`src/hw/rtl/rtcu_pkg.sv`:
```
// shared types and constants for the route table cost update block
package rtcu_pkg;
    localparam int ROUTE_ENTRIES     = 64;
    localparam int NEIGHBOUR_ENTRIES = 16;
    localparam int RI_W = $clog2(ROUTE_ENTRIES);
    localparam int RC_W = $clog2(ROUTE_ENTRIES + 1);
    localparam int NI_W = (NEIGHBOUR_ENTRIES > 1) ? $clog2(NEIGHBOUR_ENTRIES) : 1;
    localparam int NC_W = $clog2(NEIGHBOUR_ENTRIES + 1);
    localparam logic [19:0] COST_UNREACHABLE = 20'd999999;

    localparam logic [1:0] CMD_LOAD   = 2'd0;
    localparam logic [1:0] CMD_LOOKUP = 2'd1;
    localparam logic [1:0] CMD_CHANGE = 2'd2;
    localparam logic [1:0] CMD_READ   = 2'd3;

    localparam logic [2:0] ST_DONE    = 3'd0;
    localparam logic [2:0] ST_LOCAL   = 3'd1;
    localparam logic [2:0] ST_FORWARD = 3'd2;
    localparam logic [2:0] ST_NONE    = 3'd3;
    localparam logic [2:0] ST_FULL    = 3'd4;

    typedef struct packed {
        logic [1:0]  cmd;
        logic [31:0] addr_a;
        logic [31:0] addr_b;
        logic [15:0] cost_value;
        logic [5:0]  entry_index;
    } t_in;

    typedef struct packed {
        logic [2:0]  status;
        logic [31:0] hop_address;
        logic [31:0] dest_address;
        logic [19:0] route_cost;
    } t_out;

    // one route entry as stored in a cell
    typedef struct packed {
        logic [31:0] dest;
        logic [31:0] hop;
        logic        hop_valid;
        logic [19:0] metric;
    } t_route;

    // operation broadcast along the chain for one pass
    typedef enum logic [2:0] {
        OP_NONE   = 3'd0,
        OP_SCAN   = 3'd1,
        OP_WRITE  = 3'd2,
        OP_CHANGE = 3'd3,
        OP_READ   = 3'd4
    } t_op;

    typedef struct packed {
        t_op         op;
        logic [31:0] key;
        logic [RI_W-1:0] idx;
        t_route      wdata;
        logic [19:0] old_cost;
        logic [19:0] new_cost;
    } t_ctl;

    // token that moves one cell per cycle
    typedef struct packed {
        logic            found;
        logic [RI_W-1:0] idx;
        t_route          ent;
    } t_tok;
endpackage

```
`src/hw/rtl/rtcu_nbr.sv`:
```
// neighbour table with a sequential search over its entries
module rtcu_nbr
    import rtcu_pkg::*;
(
    input  logic            i_clk,
    input  logic            i_rst_n,
    input  logic            i_clr,
    input  logic            i_step,
    input  logic [31:0]     i_key,
    input  logic            i_wr,
    input  logic [NI_W-1:0] i_widx,
    input  logic [31:0]     i_waddr,
    input  logic [19:0]     i_wcost,
    input  logic [NC_W-1:0] i_count,
    output logic            o_found,
    output logic [NI_W-1:0] o_idx,
    output logic [19:0]     o_cost
);
    logic [31:0] r_addr [NEIGHBOUR_ENTRIES];
    logic [19:0] r_cost [NEIGHBOUR_ENTRIES];
    logic [NC_W-1:0] r_ptr;
    logic r_found;
    logic [NI_W-1:0] r_idx;
    logic hit;
    logic [NI_W-1:0] pidx;

    assign pidx = r_ptr[NI_W-1:0];
    assign hit = i_step && !r_found && (r_ptr < i_count)
                 && (r_addr[pidx] == i_key);

    always_ff @(posedge i_clk) begin
        if (!i_rst_n || i_clr) begin
            r_ptr   <= '0;
            r_found <= 1'b0;
        end else if (i_step && r_ptr < i_count) begin
            r_ptr <= r_ptr + 1'b1;
            if (hit) r_found <= 1'b1;
        end
        if (hit) r_idx <= pidx;
        if (i_wr) begin
            r_addr[i_widx] <= i_waddr;
            r_cost[i_widx] <= i_wcost;
        end
    end

    assign o_found = r_found;
    assign o_idx   = r_idx;
    assign o_cost  = r_cost[r_idx];
endmodule

```
`config.mk`:
```
export PLATFORM = sky130hd
export DESIGN_NAME = rtcu_nbr
export DESIGN_NICKNAME = d
export VERILOG_FILES = /design/src/hw/rtl/rtcu_pkg.sv /design/src/hw/rtl/rtcu_nbr.sv
export SDC_FILE = /design/constraint.sdc
export NUM_CORES = 1
export LEC_CHECK = 0
export BUFFER_PORTS_ARGS = -buffer_cell sky130_fd_sc_hd__buf_2
export CAP_MARGIN = 20
export CORE_UTILIZATION = 58
export CTS_BUF_LIST = sky130_fd_sc_hd__clkbuf_4
export CTS_CLUSTER_DIAMETER = 60
export DETAILED_ROUTE_END_ITERATION = 16
export GPL_ROUTABILITY_DRIVEN = 0
export PLACE_DENSITY = 0.75
export SETUP_SLACK_MARGIN = 0.02
export SLEW_MARGIN = 40
export SYNTH_ARGS = -nofsm -noshare
export SYNTH_HDL_FRONTEND = slang
export SYNTH_SLANG_ARGS = --single-unit
```
`constraint.sdc`:
```
create_clock -name i_clk -period 5.03 [get_ports i_clk]
set_input_delay 0 -clock i_clk [delete_from_list [all_inputs] [get_ports i_clk]]
set_output_delay 0 -clock i_clk [all_outputs]
set_load 0.005 [all_outputs]
```
==> flow_summary.yaml <==
routing:
  drtPass1Iterations: 5
  drtIter0Drc: 1662
  drc_errors: 0
  drt-wirelength-per-cell_um: 27.36
  antenna_left: 0
  drt_wl_total_um: 75810
  vias: 16850
  viasPerCell: 6.082
setup_path:
  crit_arrival_ns: 5.49
  cp-end-kind: "register"
  cp_max_fo: 18
  cp_data_required_time_ns: 5.79
  path_class: "register to register"
  start_kind: "register"
synthesis:
  yosys.area.top_type: "edfxtp_1"
  ys_warn_count: 0
  synth_top_area_share_pct: 76.76
  avgSynthCellArea_um2: 23.26
  postSynthCellCount: 1406
  synthFlopType: "edfxtp_1"
  synth_edf_count: 836
  synthTopCellsByArea: "edfxtp_1, mux4_2, mux2i_1"
  ys_types: 51
  synth_seq_cells: 850
  ys_async_sr_fraction_pct: 0
  seq_area_frac_synth_pct: 77.62
  synth_nets: 1509
  yosysMostFrequentCell: "edfxtp_1"
  synthesis.area_um2: 32700
  synth_common_cells: "edfxtp_1, mux4_2, mux2i_1"
global_routing:
  grt-ovfl-total: 0
  grt_pass1_vias: 17480
  grt_max_degree: 53
  grt_pass1_wl_um: 109700
  grt_antenna_before_repair: 13
  grtUsageTotal_pct: 27.34
run_status:
  status: "completed"
clock_tree:
  cts_buffer_depth: 3
  cts_tree: "done"
  clkTransAtPathRegs_ns: 0.07
  cts_made_buffers: 197
  cts-root-buf: "clkbuf_4"
  clk_latency_ns: 1.04
  clock-sinks: 850
  h-tree-depth: 4
final_layout:
  layout.nets: 1961
  syn2layout_area_growth_pct: 17.86
  fin_cells: 2771
  stdcell_area_um2: 38540
  drive_gt1_share_pct: 37.14
  nFillCells: 3345
timing:
  finalSetupTns_ns: 0
  finalClockSkew_ns: 0.05382
  rsz0062_at_grt: "false"
  worst_pin_slew_ns: 0.8898
  fmax_mhz: 211.2
  hold_violations: 0
  report.final.slew_viol_count: 0
  timing.final.ws_setup_ns: 0.2958
  period_share_pct: 94.12
  final-setup-viol-count: 0
  slew_headroom_pct: 40.46
  fin_crit_ns: 4.734
placement:
  port_buffers: 122
  place_ws_ns: 1.060
  placed_cell_area_um2: 34620
  place_inst: 2268
  place.detailed.hpwl_um: 39910
power_and_ir_drop:
  powerDensity_nw_per_um2: 360.1
  p_total_mw: 13.88
  power_leakage_nw: 12.54
  ir_worst_vdd_v: 0.0002359
floorplanning:
  num_rows: 86
  core_area_um2: 55420
  dieArea_um2: 57340
  start_util_pct: 59.01
  dieHeight_um: 239.5
  die_x_um: 239.5
  ios: 123
min_path:
  min_path_type: "primary input to register"
run:
  max_cap_violations: 0
[per-layer routing]
metal	track usage (%)	part of all wire, %	up-vias
li1	-	-	7059
met2	43.35	50	977
met5	0	0.12	-
met1	36.13	38	8652
met3	7.629	9.8	150
met4	11.32	2.6	14
[layout by cell type (no fill, tap or decap), drive strengths merged, types with 12 or more instances in the layout]
| master | Yosys | routed |
|---|---|---|
| edfxtp | 836 | 836 |
| clkbuf | 19 | 296 |
| mux4 | 220 | 220 |
| buf | 44 | 179 |
| dlygate4sd3 | 0 | 137 |
| mux2i | 52 | 52 |
| clkinv | 0 | 51 |
| nor2 | 26 | 26 |
| xor2 | 20 | 20 |
| nand2 | 19 | 19 |
| inv | 7 | 14 |
| dfxtp | 14 | 14 |
| nand2b | 13 | 13 |
| xnor2 | 13 | 13 |
| a21oi | 13 | 13 |
| nor3 | 13 | 13 |
| a22oi | 12 | 12 |
[worst paths after layout]
check	startpoint	endpoint	slack [ns]	depth (start not counted)
worst min register to register	o_found$_SDFFE_PP0P_	o_found$_SDFFE_PP0P_	0.47	2
worst max-delay path	register	o_idx[2]$_DFFE_PP_	0.30	13
worst max register to register	register	o_idx[2]$_DFFE_PP_	0.30	13
worst min-delay path	i_key[24]	o_idx[0]$_DFFE_PP_	0.10	6
[through the flow]
step / hold WS [ns] / util [%]
floorplan: 0.09887 / -
global placement: 0.3646 / 62.19
detailed placement: 0.3844 / 62.48
CTS: 0.02042 / 69.43
global route: 0.09884 / 69.54
finish: 0.1001 / 69.55
[where the power goes]
group	total (mW)	internal, mW	switching [mW]	leakage, nW
Sequential	7.96	7.92	0.0400	7.67
Combinational	0.565	0.251	0.314	3.37
Clock	5.36	2.73	2.63	1.50
Total	13.9	10.9	2.98	12.5
[worst max-delay path, cell delays in order (launching register included)]
cell	delay, ns
dfxtp_4	0.57
buf_12	0.24
mux4_2	0.52
mux2i_1	0.22
xnor2_1	0.13
a22oi_1	0.22
dlygate4sd3_1	0.58
nand2_1	0.09
dlygate4sd3_1	0.57
nor3_1	0.19
dlygate4sd3_1	0.58
nand2_1	0.07
nor4_2	0.23
buf_4	0.20
[registers in the layout (all words and copies together) (netlist names), named ones only]
register / count
r_cost: 320
o_found: 1
r_addr: 512
r_ptr: 5
o_idx: 4
[logic make-up after synthesis]
group	Yosys count	synth area share (%)
fa+ha+maj	5	0.1913
flops	850	77.62
compound gates	60	1.305
buf+inv	70	1.094
xor+xnor	33	0.8838
mux	282	17.13
simple gates	106	1.771
[layout make-up]
class	count	area, um2	area share (%)
clock buffer	296	2222	5.765
clock inverter	59	257.7	0.6687
tap	748	935.9	2.428
inverter	7	26.28	0.06817
multi-input combinational	486	7083	18.38
sequential	850	25400	65.91
antenna	9	22.52	0.05843
timing repair buffer	316	2591	6.723
[repair_timing]
| item | CTS | global route |
|---|---|---|
| resized for setup | 0 | 1 |
| buffers inserted | 0 | 2 |
| hold buffers | 137 | 0 |
| hold endpoints to repair | 1271 | 0 |
| endpoints found under the setup margin | 0 | 9 |
(Power assumes the default switching activity.)
