`config.mk`:
```
export PLATFORM = sky130hd
export DESIGN_NAME = rtcu_cell
export DESIGN_NICKNAME = d
export VERILOG_FILES = /design/src/hw/rtl/rtcu_pkg.sv /design/src/hw/rtl/rtcu_cell.sv
export SDC_FILE = /design/constraint.sdc
export NUM_CORES = 1
export LEC_CHECK = 0
export BUFFER_PORTS_ARGS = -buffer_cell sky130_fd_sc_hd__clkbuf_2
export CORE_MARGIN = 2
export CORE_UTILIZATION = 49
export CTS_CLUSTER_SIZE = 14
export DETAILED_ROUTE_END_ITERATION = 10
export PLACE_DENSITY = 0.84
export SYNTH_ARGS = -nofsm -noshare
export SYNTH_HDL_FRONTEND = slang
export SYNTH_SLANG_ARGS = --single-unit
```
`constraint.sdc`:
```
create_clock -name i_clk -period 6 [get_ports i_clk]
set_clock_uncertainty 0.05 [all_clocks]
set_input_delay 0.6 -clock i_clk [delete_from_list [all_inputs] [get_ports i_clk]]
set_output_delay 0.6 -clock i_clk [all_outputs]
set_load 0.005 [all_outputs]
```
`src/hw/rtl/rtcu_pkg.sv`:
```
// shared types and constants for the route table cost update block
package rtcu_pkg;
    localparam int ROUTE_ENTRIES     = 64;
    localparam int NEIGHBOUR_ENTRIES = 16;
    localparam int RI_W = $clog2(ROUTE_ENTRIES);
    localparam int RC_W = $clog2(ROUTE_ENTRIES + 1);
    localparam int NI_W = (NEIGHBOUR_ENTRIES > 1) ? $clog2(NEIGHBOUR_ENTRIES) : 1;
    localparam int NC_W = $clog2(NEIGHBOUR_ENTRIES + 1);
    localparam logic [19:0] COST_UNREACHABLE = 20'd999999;

    localparam logic [1:0] CMD_LOAD   = 2'd0;
    localparam logic [1:0] CMD_LOOKUP = 2'd1;
    localparam logic [1:0] CMD_CHANGE = 2'd2;
    localparam logic [1:0] CMD_READ   = 2'd3;

    localparam logic [2:0] ST_DONE    = 3'd0;
    localparam logic [2:0] ST_LOCAL   = 3'd1;
    localparam logic [2:0] ST_FORWARD = 3'd2;
    localparam logic [2:0] ST_NONE    = 3'd3;
    localparam logic [2:0] ST_FULL    = 3'd4;

    typedef struct packed {
        logic [1:0]  cmd;
        logic [31:0] addr_a;
        logic [31:0] addr_b;
        logic [15:0] cost_value;
        logic [5:0]  entry_index;
    } t_in;

    typedef struct packed {
        logic [2:0]  status;
        logic [31:0] hop_address;
        logic [31:0] dest_address;
        logic [19:0] route_cost;
    } t_out;

    // one route entry as stored in a cell
    typedef struct packed {
        logic [31:0] dest;
        logic [31:0] hop;
        logic        hop_valid;
        logic [19:0] metric;
    } t_route;

    // operation broadcast along the chain for one pass
    typedef enum logic [2:0] {
        OP_NONE   = 3'd0,
        OP_SCAN   = 3'd1,
        OP_WRITE  = 3'd2,
        OP_CHANGE = 3'd3,
        OP_READ   = 3'd4
    } t_op;

    typedef struct packed {
        t_op         op;
        logic [31:0] key;
        logic [RI_W-1:0] idx;
        t_route      wdata;
        logic [19:0] old_cost;
        logic [19:0] new_cost;
    } t_ctl;

    // token that moves one cell per cycle
    typedef struct packed {
        logic            found;
        logic [RI_W-1:0] idx;
        t_route          ent;
    } t_tok;
endpackage

```
`src/hw/rtl/rtcu_cell.sv`:
```
// one routing table cell: holds an entry, compares it and passes the scan token on
module rtcu_cell
    import rtcu_pkg::*;
(
    input  logic            i_clk,
    input  logic            i_rst_n,
    input  logic [RI_W-1:0] i_pos,
    input  logic            i_live,
    input  t_ctl            i_ctl,
    input  t_tok            i_tok,
    output t_tok            o_tok
);
    t_route r_ent;
    t_route n_ent;
    t_tok   r_tok;
    t_tok   n_tok;
    logic signed [21:0] v;

    always_comb begin
        n_ent = r_ent;
        n_tok = i_tok;
        v = $signed({2'b0, r_ent.metric}) - $signed({2'b0, i_ctl.old_cost})
            + $signed({2'b0, i_ctl.new_cost});
        case (i_ctl.op)
            OP_SCAN: begin
                if (i_live && !i_tok.found && r_ent.dest == i_ctl.key) begin
                    n_tok.found = 1'b1;
                    n_tok.idx   = i_pos;
                    n_tok.ent   = r_ent;
                end
            end
            OP_READ: begin
                if (!i_tok.found && i_ctl.idx == i_pos) begin
                    n_tok.found = 1'b1;
                    n_tok.idx   = i_pos;
                    n_tok.ent   = r_ent;
                end
            end
            OP_WRITE: begin
                if (i_ctl.idx == i_pos) n_ent = i_ctl.wdata;
            end
            OP_CHANGE: begin
                if (i_live && i_ctl.idx == i_pos) begin
                    if (r_ent.hop_valid && r_ent.hop == i_ctl.key) begin
                        if (v < 0) n_ent.metric = '0;
                        else if (v > $signed({2'b0, COST_UNREACHABLE}))
                            n_ent.metric = COST_UNREACHABLE;
                        else n_ent.metric = v[19:0];
                    end else if (r_ent.dest == i_ctl.key
                                 && r_ent.metric > i_ctl.new_cost) begin
                        n_ent.hop       = i_ctl.key;
                        n_ent.hop_valid = 1'b1;
                        n_ent.metric    = i_ctl.new_cost;
                    end
                end
            end
            default: ;
        endcase
    end

    always_ff @(posedge i_clk) begin
        r_ent <= n_ent;
        if (!i_rst_n) r_tok.found <= 1'b0;
        else r_tok.found <= n_tok.found;
        r_tok.idx <= n_tok.idx;
        r_tok.ent <= n_tok.ent;
    end

    assign o_tok = r_tok;
endmodule

```
==> run_results.csv, run 1 <==
group,metric,value,unit
setup_path,crit_chain,"ha_1, or4_2, o211ai_1, a21oi_1, nor4_1, o21ai_0, o21a_1, o21ai_0, nor2b_1, xnor2_1, ha_1, a21o_1, a21oi_1, nand2_1, o2bb2ai_1, nor2b_1, or3_1, nor2b_4, or3b_1, buf_4, o22ai_2",
layout,drive_above_1_share,39.7,%
setup_path,crit_fanout,8,
clocking,cts_tree,"built",
logic_synthesis,synthCells,937,
timing,worstMarginPinSlew,1.26,ns
setup_path,critical_path.endpoint_type,"flop",
layout,fin_util,63.7,%
setup_path,max_stage_delay,0.69,ns
detailed_routing,via_per_inst,5.33,
logic_synthesis,async_reset_ff_share,0,%
grt,grt_pass1_wl,45.8,mm
timing,fin_crit_sh,90.4,%
logic_synthesis,yosys_warnings,0,
timing,hold_ws,0.294,ns
grt,track_usage,28.1,%
timing,period_needed,5.43,ns
clocking,h-tree-depth,4,
timing,tns,0,ns
pwr,power_switching,0.885,mW
logic_synthesis,yosys_most_used_dff,"dfxtp_1",
clocking,cts_made_buffers,17,
pwr,clkPwrFrac,36.9,%
pwr,p_int,2.14,mW
logic_synthesis,synth_edf_count,85,
timing,setup_viol,0,
pwr,vdd_ir_drop_max,0.000197,V
floorplanning,dieWidth,146,um
logic_synthesis,syn_avg_cell_area,10.5,um^2
clocking,ctsLongestPathBuffers,2,
clocking,clkLatencyLatePin,0.43,ns
pwr,seq_power_share,43.4,%
setup_path,worst-path-buf-inv,1,
pwr,switching_share,29.2,%
grt,antenna_found_initial,0,
setup_path,worstSetupStartpoint,"r_ent[6]$_DFFE_PP_",
timing,slew_viol_final,0,
detailed_routing,wl_per_cell,19.4,um
pwr,powerDensity,243,nW/um^2
logic_synthesis,syn_area,9820,um^2
layout,num-nets-final,1617,
setup_path,r2r-end,"r_ent[10]$_DFFE_PP_",
setup_path,cp.required,6.13,ns
grt,grt_pass1_vias,8347,
floorplanning,num_rows,51,
setup_path,critical_path_cell_count,21,
floorplanning,die_h,146,um
setup_path,r2r_setup_slack,0.57,ns
clocking,hold_buffers,0,
logic_synthesis,ys_ff_latch,177,
detailed_routing,vias,8339,
setup_path,critPathKind,"reg2reg",
logic_synthesis,yosysSeqAreaShare,44.8,%
detailed_routing,drt_iter0_drc,549,
pwr,pwr-share-comb,19.8,%
clocking,clock-root-buffer,"clkbuf_16",
setup_path,crit_family,"simple AND/OR/NAND/NOR gates",
floorplanning,initial_core_util,50.1,%
pwr,p_leak,5.76,nW
place,dp_hpwl,23.8,mm
run,maxCapViolations,0,
floorplanning,dieArea,21200,um^2
clocking,cts_num_sinks,177,
place,gp_congestion,0.948,
detailed_routing,ant_nets,0,
detailed_routing,drc,0,
clocking,clk_pin_slew,0.08,ns
layout,area_growth,27.1,%
grt,grt_max_degree,92,
detailed_routing,drt-total-wl,30.4,mm
setup_path,crit_arrival,5.55,ns
setup_path,rr_worst_depth,21,
floorplanning,io-pin-count,359,
status,status,"complete, no violations",
timing,finalHoldViolCount,0,
clocking,postCtsSetupBuffers,0,
min_path,hold_class,"in2reg",
timing,rsz0062_at_grt,"false",
layout,diodes,0,
grt,grt_overflow_total,0,
logic_synthesis,synth_nets,1266,
place,portBuffers,358,
logic_synthesis,yosysUniqueCellTypes,63,
setup_path,crit_slowest_cell,"or4_2",
timing,fmax,184,MHz
setup_path,start_kind,"flop",
setup_path,worstReg2RegStart,"r_ent[6]$_DFFE_PP_",
detailed_routing,dr.pass1.iters,7,
clocking,ctsResizeCount,0,
setup_path,cp-endpoint,"r_ent[10]$_DFFE_PP_",
floorplanning,core,19600,um^2
timing,max_slew_margin,16.2,%
## per-layer routing
layer	vias up	part of all wire, %	GRT usage (%)
met5	-	0	0
met4	0	2.7	8.87
met3	55	8.3	7.37
met2	423	48	47.9
met1	3822	41	35.1
li1	4039	-	-
## cells in the final DEF (no fill, tap or decap), types with 4 or more instances in the layout
| master | instances |
|---|---|
| clkbuf_2 | 358 |
| nand2_1 | 123 |
| mux2_2 | 92 |
| dfxtp_1 | 92 |
| edfxtp_1 | 85 |
| ha_1 | 60 |
| xnor2_1 | 52 |
| xor2_1 | 51 |
| inv_1 | 48 |
| a21oi_1 | 47 |
| nor2_1 | 33 |
| o21ai_0 | 29 |
| a21o_1 | 21 |
| nand4_1 | 17 |
| clkbuf_16 | 17 |
| nand3_1 | 15 |
| o21a_1 | 15 |
| nor4_1 | 13 |
| nand2b_1 | 13 |
| nor3_1 | 9 |
| o31ai_1 | 9 |
| o211ai_1 | 8 |
| nor2b_1 | 7 |
| a31oi_1 | 6 |
| buf_4 | 6 |
| o22ai_2 | 5 |
| o21ai_2 | 5 |
| o21ai_1 | 4 |
| inv_8 | 4 |
| clkinv_4 | 4 |
## sequential cells by signal, indices dropped and copies added, names as in the netlist
signal,flops
o_tok,92
r_ent,85
## per-stage QoR
stage / cells / power, mW / area (um^2) / setup slack (ns)
after floorplan: 937 / 1.70 / 9820 / 0.978
after global placement: 1534 / 1.91 / 11900 / 0.524
after global routing: 1566 / 3.15 / 12500 / 0.272
after detailed placement: 1534 / 1.93 / 11900 / 0.464
final: 1566 / 3.03 / 12500 / 0.573
after CTS: 1566 / 3.04 / 12500 / 0.674
## power groups by stage
stage                     clock, mW  sequential, mW  combinational [mW]
after global routing           1.19            1.32               0.654
after global placement            0            1.34               0.575
after CTS                      1.14            1.31               0.592
after floorplan                   0            1.34               0.358
final                          1.12            1.31               0.599
after detailed placement          0            1.34               0.588
## worst reg2reg max path: stages, from the launching register on
cell,delay (ns)
edfxtp_1,0.47
ha_1,0.26
or4_2,0.69
o211ai_1,0.24
a21oi_1,0.12
nor4_1,0.35
o21ai_0,0.22
o21a_1,0.22
o21ai_0,0.19
nor2b_1,0.19
xnor2_1,0.15
ha_1,0.34
a21o_1,0.19
a21oi_1,0.18
nand2_1,0.07
o2bb2ai_1,0.24
nor2b_1,0.07
or3_1,0.34
nor2b_4,0.17
or3b_1,0.16
buf_4,0.18
o22ai_2,0.09
## area by class of cell
cell class | count | area, um^2
Clock inverter | 14 | 163
Timing Repair Buffer | 365 | 1860
Clock buffer | 18 | 429
Multi-Input combinational cell | 678 | 5120
Inverter | 49 | 184
Sequential cell | 177 | 4390
Fill cell | 1622 | 7120
Tap cell | 265 | 332
## worst min path at each step
stage | slack [ns] | to | cells after the start | start
2_1_floorplan | 0.42 | o_tok[20]$_DFF_P_ | 1 | r_ent[20]$_SDFFCE_PP1P_
3_3_place_gp | 0.45 | o_tok[46]$_DFF_P_ | 1 | r_ent[46]$_DFFE_PP_
3_5_place_dp | 0.46 | o_tok[25]$_DFF_P_ | 1 | r_ent[25]$_DFFE_PP_
4_1_cts | 0.28 | r_ent[62]$_DFFE_PP_ | 1 | i_ctl[102]
5_1_grt | 0.27 | r_ent[60]$_DFFE_PP_ | 1 | i_ctl[100]
6_report | 0.29 | r_ent[62]$_DFFE_PP_ | 1 | i_ctl[102]
## synthesized netlist by cell type, types with 17 or more instances
cell type	count	area, um^2
nand2_1	123	462
dfxtp_1	92	1840
mux2_2	92	1040
edfxtp_1	85	2550
ha_1	60	751
xnor2_1	52	455
xor2_1	51	447
a21oi_1	48	240
inv_1	48	180
nor2_1	34	128
o21ai_0	29	145
clkbuf_1	27	101
a21o_1	21	158
nand4_1	17	106
## cells by family after synthesis
logic type | synth area share [%]
AO/OA/AOI/OAI | 12.0
XOR/XNOR | 9.35
adder cells (fa/ha/maj) | 8.05
buffers and inverters | 3.33
flip-flops | 44.8
multiplexers | 10.7
AND/OR/NAND/NOR | 11.9
Power figures use the tool's default switching activity.
==> inputs of run 2 (changes only) <==
Settings changed: CTS_CLUSTER_SIZE 14 to 12, RECOVER_POWER set to 25.
==> run 2 against run 1 <==
- the run now ends with max-capacitance violations, max-slew violations left
- via count up 0.13%
- sequential power about the same
- setup slack worse by 0.024 ns
- count of clock-buffer cells in the layout unchanged
- critical endpoint is now r_ent[19]$_DFFE_PP_
==> run_results.csv, run 2 (synthesis results as in run 1) <==
group,metric,value,unit
timing,slew_viol_final,108,
place,postPlaceCellArea,11900,um^2
clocking,ctsLongestPathBuffers,2,
floorplanning,num_rows,51,
layout,largest_reg_flops,92,
detailed_routing,drc,0,
detailed_routing,dr.pass1.iters,5,
floorplanning,dieArea,21200,um^2
min_path,holdPathEnd,"r_ent[62]$_DFFE_PP_",
detailed_routing,ant_nets,0,
clocking,cts_tree,"built",
floorplanning,dieWidth,146,um
detailed_routing,via_per_inst,5.33,
setup_path,critical_path.endpoint_type,"flop",
clocking,clk_pin_slew,0.08,ns
floorplanning,core,19600,um^2
setup_path,worstReg2RegStart,"r_ent[6]$_DFFE_PP_",
layout,diodes,0,
timing,worstMarginPinSlew,3.11,ns
layout,fin_util,63.4,%
grt,track_usage,28.1,%
place,gp_congestion,0.948,
timing,fmax,183,MHz
layout,final_common_cell,"clkbuf_2",
pwr,vdd_ir_drop_max,0.000198,V
min_path,hold_class,"in2reg",
layout,nFillCells,1635,
setup_path,crit_arrival,5.56,ns
layout,register_area,4390,um^2
setup_path,critPathKind,"reg2reg",
timing,finalHoldViolCount,0,
grt,grt_max_degree,92,
timing,period_needed,5.45,ns
pwr,total_power,3.03,mW
clocking,hold_buffers,0,
layout,multi_input_area,5110,um^2
timing,rsz0062_at_grt,"false",
layout,final_cell_mix,"329 x clkbuf_2, 123 x nand2_1, 92 x mux2_2, 92 x dfxtp_1, 85 x edfxtp_1",
place,dp_hpwl,23.8,mm
pwr,powerDensity,244,nW/um^2
grt,grt_pass1_vias,8347,
layout,drive_above_1_share,37.3,%
clocking,h-tree-depth,4,
setup_path,start_kind,"flop",
timing,setup_viol,0,
floorplanning,io-pin-count,359,
timing,tns,0,ns
layout,finalNonFillerCells,1566,
grt,grt_overflow_total,0,
layout,num-nets-final,1617,
clocking,clock-root-buffer,"clkbuf_16",
setup_path,cp.required,6.11,ns
status,violations,"max-capacitance violations, max-slew violations",
setup_path,r2r-end,"r_ent[19]$_DFFE_PP_",
clocking,cts_num_sinks,177,
grt,antenna_found_initial,0,
floorplanning,initial_core_util,50.1,%
timing,hold_ws,0.293,ns
setup_path,rr_worst_depth,21,
clocking,cts_made_buffers,17,
layout,stdcell_area,12400,um^2
detailed_routing,wl_per_cell,19.4,um
place,portBuffers,358,
place,pre_cts_slack,0.464,ns
pwr,p_leak,5.67,nW
timing,max_slew_margin,-107,%
clocking,postCtsSetupBuffers,0,
setup_path,crit_fanout,7,
detailed_routing,vias,8350,
timing,fin_crit_sh,90.9,%
clocking,ctsResizeCount,0,
detailed_routing,drt-total-wl,30.4,mm
clocking,clkLatencyLatePin,0.43,ns
place,place_inst,1534,
grt,grt_pass1_wl,45.8,mm
status,status,"complete, but fails checks",
detailed_routing,drt_iter0_drc,591,
timing,setup_ws,0.549,ns
setup_path,r2r_setup_slack,0.55,ns
layout,area_growth,26.6,%
floorplanning,die_h,146,um
run,maxCapViolations,2,
min_path,hold-path-cell-count,1,
min_path,hold_start,"i_ctl[102]",
run 2: cell counts in the layout (fill, tap and decap cells not counted):
No cell type changed its count.
run 2: layer usage:
layer  wire [um]  track usage [%]  vias to the layer above
li1            -                -                     4046
met1       12600             35.1                     3834
met2       14600             47.9                      416
met3        2420             7.37                       54
met4         837             8.87                        0
met5           0                0                        -
run 2: worst max-delay path: stages, from the launching register on:
cell       delay (ns)
edfxtp_1         0.47
ha_1             0.25
or4_2            0.69
o211ai_1         0.24
a21oi_1          0.12
nor4_1           0.34
o21ai_0          0.22
o21a_1           0.22
o21ai_0          0.19
nor2b_1          0.19
xnor2_1          0.15
ha_1             0.34
a21o_1           0.19
a21oi_1          0.18
nand2_1          0.07
o2bb2ai_1        0.24
nor2b_1          0.07
or3_1            0.34
buf_4            0.19
mux2i_1          0.14
o21ai_0          0.09
o31a_1           0.22
run 2: worst max-delay path by stage:
stage | start | to | slack [ns] | cells after the start
3_5_place_dp | i_ctl[25] | r_ent[6]$_DFFE_PP_ | 0.46 | 23
5_1_grt | r_ent[6]$_DFFE_PP_ | r_ent[19]$_DFFE_PP_ | 0.21 | 21
3_3_place_gp | i_ctl[26] | r_ent[10]$_DFFE_PP_ | 0.52 | 23
4_1_cts | r_ent[6]$_DFFE_PP_ | r_ent[10]$_DFFE_PP_ | 0.67 | 21
2_1_floorplan | i_ctl[26] | r_ent[10]$_DFFE_PP_ | 0.98 | 23
6_report | r_ent[6]$_DFFE_PP_ | r_ent[19]$_DFFE_PP_ | 0.55 | 21
run 2: layout make-up:
type                       count  share of cell area (%)
clock inverter                14                    1.31
sequential                   177                    35.4
inverter                      49                    1.48
clock buffer                  18                    3.45
tap                          265                    2.67
timing repair buffer         365                    14.6
multi-input combinational    678                    41.2
run 2: where the power goes:
group | leakage, nW | switching (mW) | total [mW] | internal, mW
combinational | 3.84 | 0.321 | 0.598 | 0.277
clock | 0.288 | 0.554 | 1.12 | 0.564
sequential | 1.54 | 0.0120 | 1.31 | 1.30
total | 5.67 | 0.887 | 3.03 | 2.14
==> inputs of run 3 (changes only) <==
Settings changed: CELL_PAD_IN_SITES_DETAIL_PLACEMENT set to 1, CELL_PAD_IN_SITES_GLOBAL_PLACEMENT set to 1, CORE_UTILIZATION 49 to 38, PLACE_DENSITY 0.84 to 0.86.
==> run 3 against run 2 <==
- the flow now finishes without violations
- total power grew 2.0%
- largest cell class unchanged
- non-clock buffer count grew 1
- sequential cell count is the same
- critical endpoint is now r_ent[10]$_DFFE_PP_
- hold slack lost 0.0052 ns
- sequential share of layout area shrank 0.33 points
- via count grew 1.7%
==> run_results.csv, run 3 (synthesis results as in run 1) <==
group,metric,value,unit
setup_path,crit_slowest_cell,"or4_2",
detailed_routing,via_per_inst,5.20,
timing,max_slew_margin,27.3,%
floorplanning,io-pin-count,359,
grt,grt_pass1_wl,51.1,mm
layout,final_cell_mix,"321 x clkbuf_2, 123 x nand2_1, 92 x mux2_2, 92 x dfxtp_1, 85 x edfxtp_1",
clocking,ctsResizeCount,0,
clocking,clkLatencyLatePin,0.43,ns
layout,final_common_cell,"clkbuf_2",
layout,drive_above_1_share,37.1,%
layout,largest_reg_flops,92,
timing,finalHoldViolCount,0,
layout,diodes,0,
setup_path,max_stage_delay,0.70,ns
pwr,powerDensity,246,nW/um^2
setup_path,crit_arrival,5.60,ns
floorplanning,dieArea,27100,um^2
setup_path,critPathKind,"reg2reg",
floorplanning,die_h,165,um
status,status,"complete, no violations",
floorplanning,dieWidth,165,um
floorplanning,core,25300,um^2
timing,tns,0,ns
setup_path,crit_fanout,8,
detailed_routing,dr.pass1.iters,5,
timing,rsz0062_at_grt,"false",
clocking,cts_made_buffers,17,
min_path,hold_class,"in2reg",
place,gp_congestion,0.864,
detailed_routing,wl_per_cell,21.1,um
clocking,clk_pin_slew,0.09,ns
clocking,cts_tree,"built",
floorplanning,initial_core_util,38.9,%
place,dp_hpwl,27.7,mm
detailed_routing,ant_nets,0,
run,maxCapViolations,0,
layout,nFillCells,2958,
setup_path,r2r_setup_slack,0.53,ns
grt,grt_overflow_total,0,
timing,hold_ws,0.287,ns
clocking,postCtsSetupBuffers,0,
detailed_routing,drt_iter0_drc,414,
setup_path,cp.required,6.13,ns
setup_path,worst-path-buf-inv,1,
timing,worstMarginPinSlew,1.09,ns
layout,num-nets-final,1618,
clocking,cts_num_sinks,177,
setup_path,crit_chain,"ha_1, or4_2, o211ai_1, a21oi_1, nor4_2, o21ai_0, o21a_1, o21ai_0, nor2b_1, xnor2_1, ha_1, a21o_1, a21oi_1, nand2_1, o2bb2ai_1, nor2b_1, or3_1, nor2b_4, or3b_1, buf_4, o22ai_2",
pwr,p_leak,5.67,nW
clocking,hold_buffers,0,
clocking,ctsLongestPathBuffers,2,
layout,area_growth,27.8,%
detailed_routing,vias,8493,
timing,fin_crit_sh,91.2,%
grt,track_usage,25.1,%
setup_path,crit_family,"simple AND/OR/NAND/NOR gates",
floorplanning,num_rows,58,
clocking,h-tree-depth,4,
timing,period_needed,5.47,ns
timing,slew_viol_final,0,
setup_path,start_kind,"flop",
place,portBuffers,358,
clocking,clock-root-buffer,"clkbuf_16",
timing,setup_viol,0,
detailed_routing,drc,0,
pwr,vdd_ir_drop_max,0.000148,V
detailed_routing,drt-total-wl,34.4,mm
timing,fmax,183,MHz
grt,antenna_found_initial,1,
setup_path,critical_path.endpoint_type,"flop",
grt,grt_max_degree,92,
grt,grt_pass1_vias,9132,
==> run 3: stage by stage <==
stage	util, %	instances	setup WS, ns	total power [mW]	area [um^2]
global placement	47.4	1600	0.504	1.92	12000
CTS	49.8	1632	0.459	3.11	12600
floorplan	-	937	0.978	1.70	9820
global route	49.7	1632	0.137	3.22	12500
finish	49.7	1632	0.530	3.09	12500
detailed placement	47.4	1600	0.284	1.95	12000
==> run 3: final cells by class <==
class | instances | area (um^2) | area share, %
Clock buffer | 18 | 439 | 3.50
Inverter | 49 | 184 | 1.47
Multi-Input combinational cell | 678 | 5120 | 40.8
Timing Repair Buffer | 366 | 1820 | 14.5
Clock inverter | 14 | 178 | 1.42
Sequential cell | 177 | 4390 | 35.0
Tap cell | 330 | 413 | 3.29
==> run 3: power breakdown <==
| group | switching, mW | internal (mW) | leakage, nW |
|---|---|---|---|
| registers | 0.0114 | 1.30 | 1.54 |
| logic | 0.340 | 0.276 | 3.83 |
| clock network | 0.578 | 0.582 | 0.300 |
| total | 0.930 | 2.16 | 5.67 |
==> run 3: metal layers <==
| metal | vias up | share of wire [%] | global-route usage, % |
|---|---|---|---|
| li1 | 4037 | - | - |
| met4 | 2 | 2.3 | 7.83 |
| met5 | - | 0.026 | 0 |
| met2 | 325 | 50 | 44.8 |
| met3 | 53 | 6.0 | 5.17 |
| met1 | 4076 | 41 | 30.3 |
==> run 3: worst register-to-register path: stages (launching register included) <==
cell and delay (ns):
edfxtp_1 0.46, ha_1 0.26, or4_2 0.70, o211ai_1 0.27, a21oi_1 0.16, nor4_2 0.23
o21ai_0 0.17, o21a_1 0.20, o21ai_0 0.23, nor2b_1 0.19, xnor2_1 0.15, ha_1 0.34
a21o_1 0.19, a21oi_1 0.19, nand2_1 0.08, o2bb2ai_1 0.29, nor2b_1 0.08, or3_1 0.34
nor2b_4 0.17, or3b_1 0.17, buf_4 0.20, o22ai_2 0.09
==> run 3: final timing paths <==
kind / end / cells after the start / from
max: r_ent[10]$_DFFE_PP_ / 21 / r_ent[6]$_DFFE_PP_
min: r_ent[60]$_DFFE_PP_ / 1 / i_ctl[100]
max reg2reg: r_ent[10]$_DFFE_PP_ / 21 / r_ent[6]$_DFFE_PP_
min reg2reg: o_tok[27]$_DFF_P_ / 1 / r_ent[27]$_DFFE_PP_
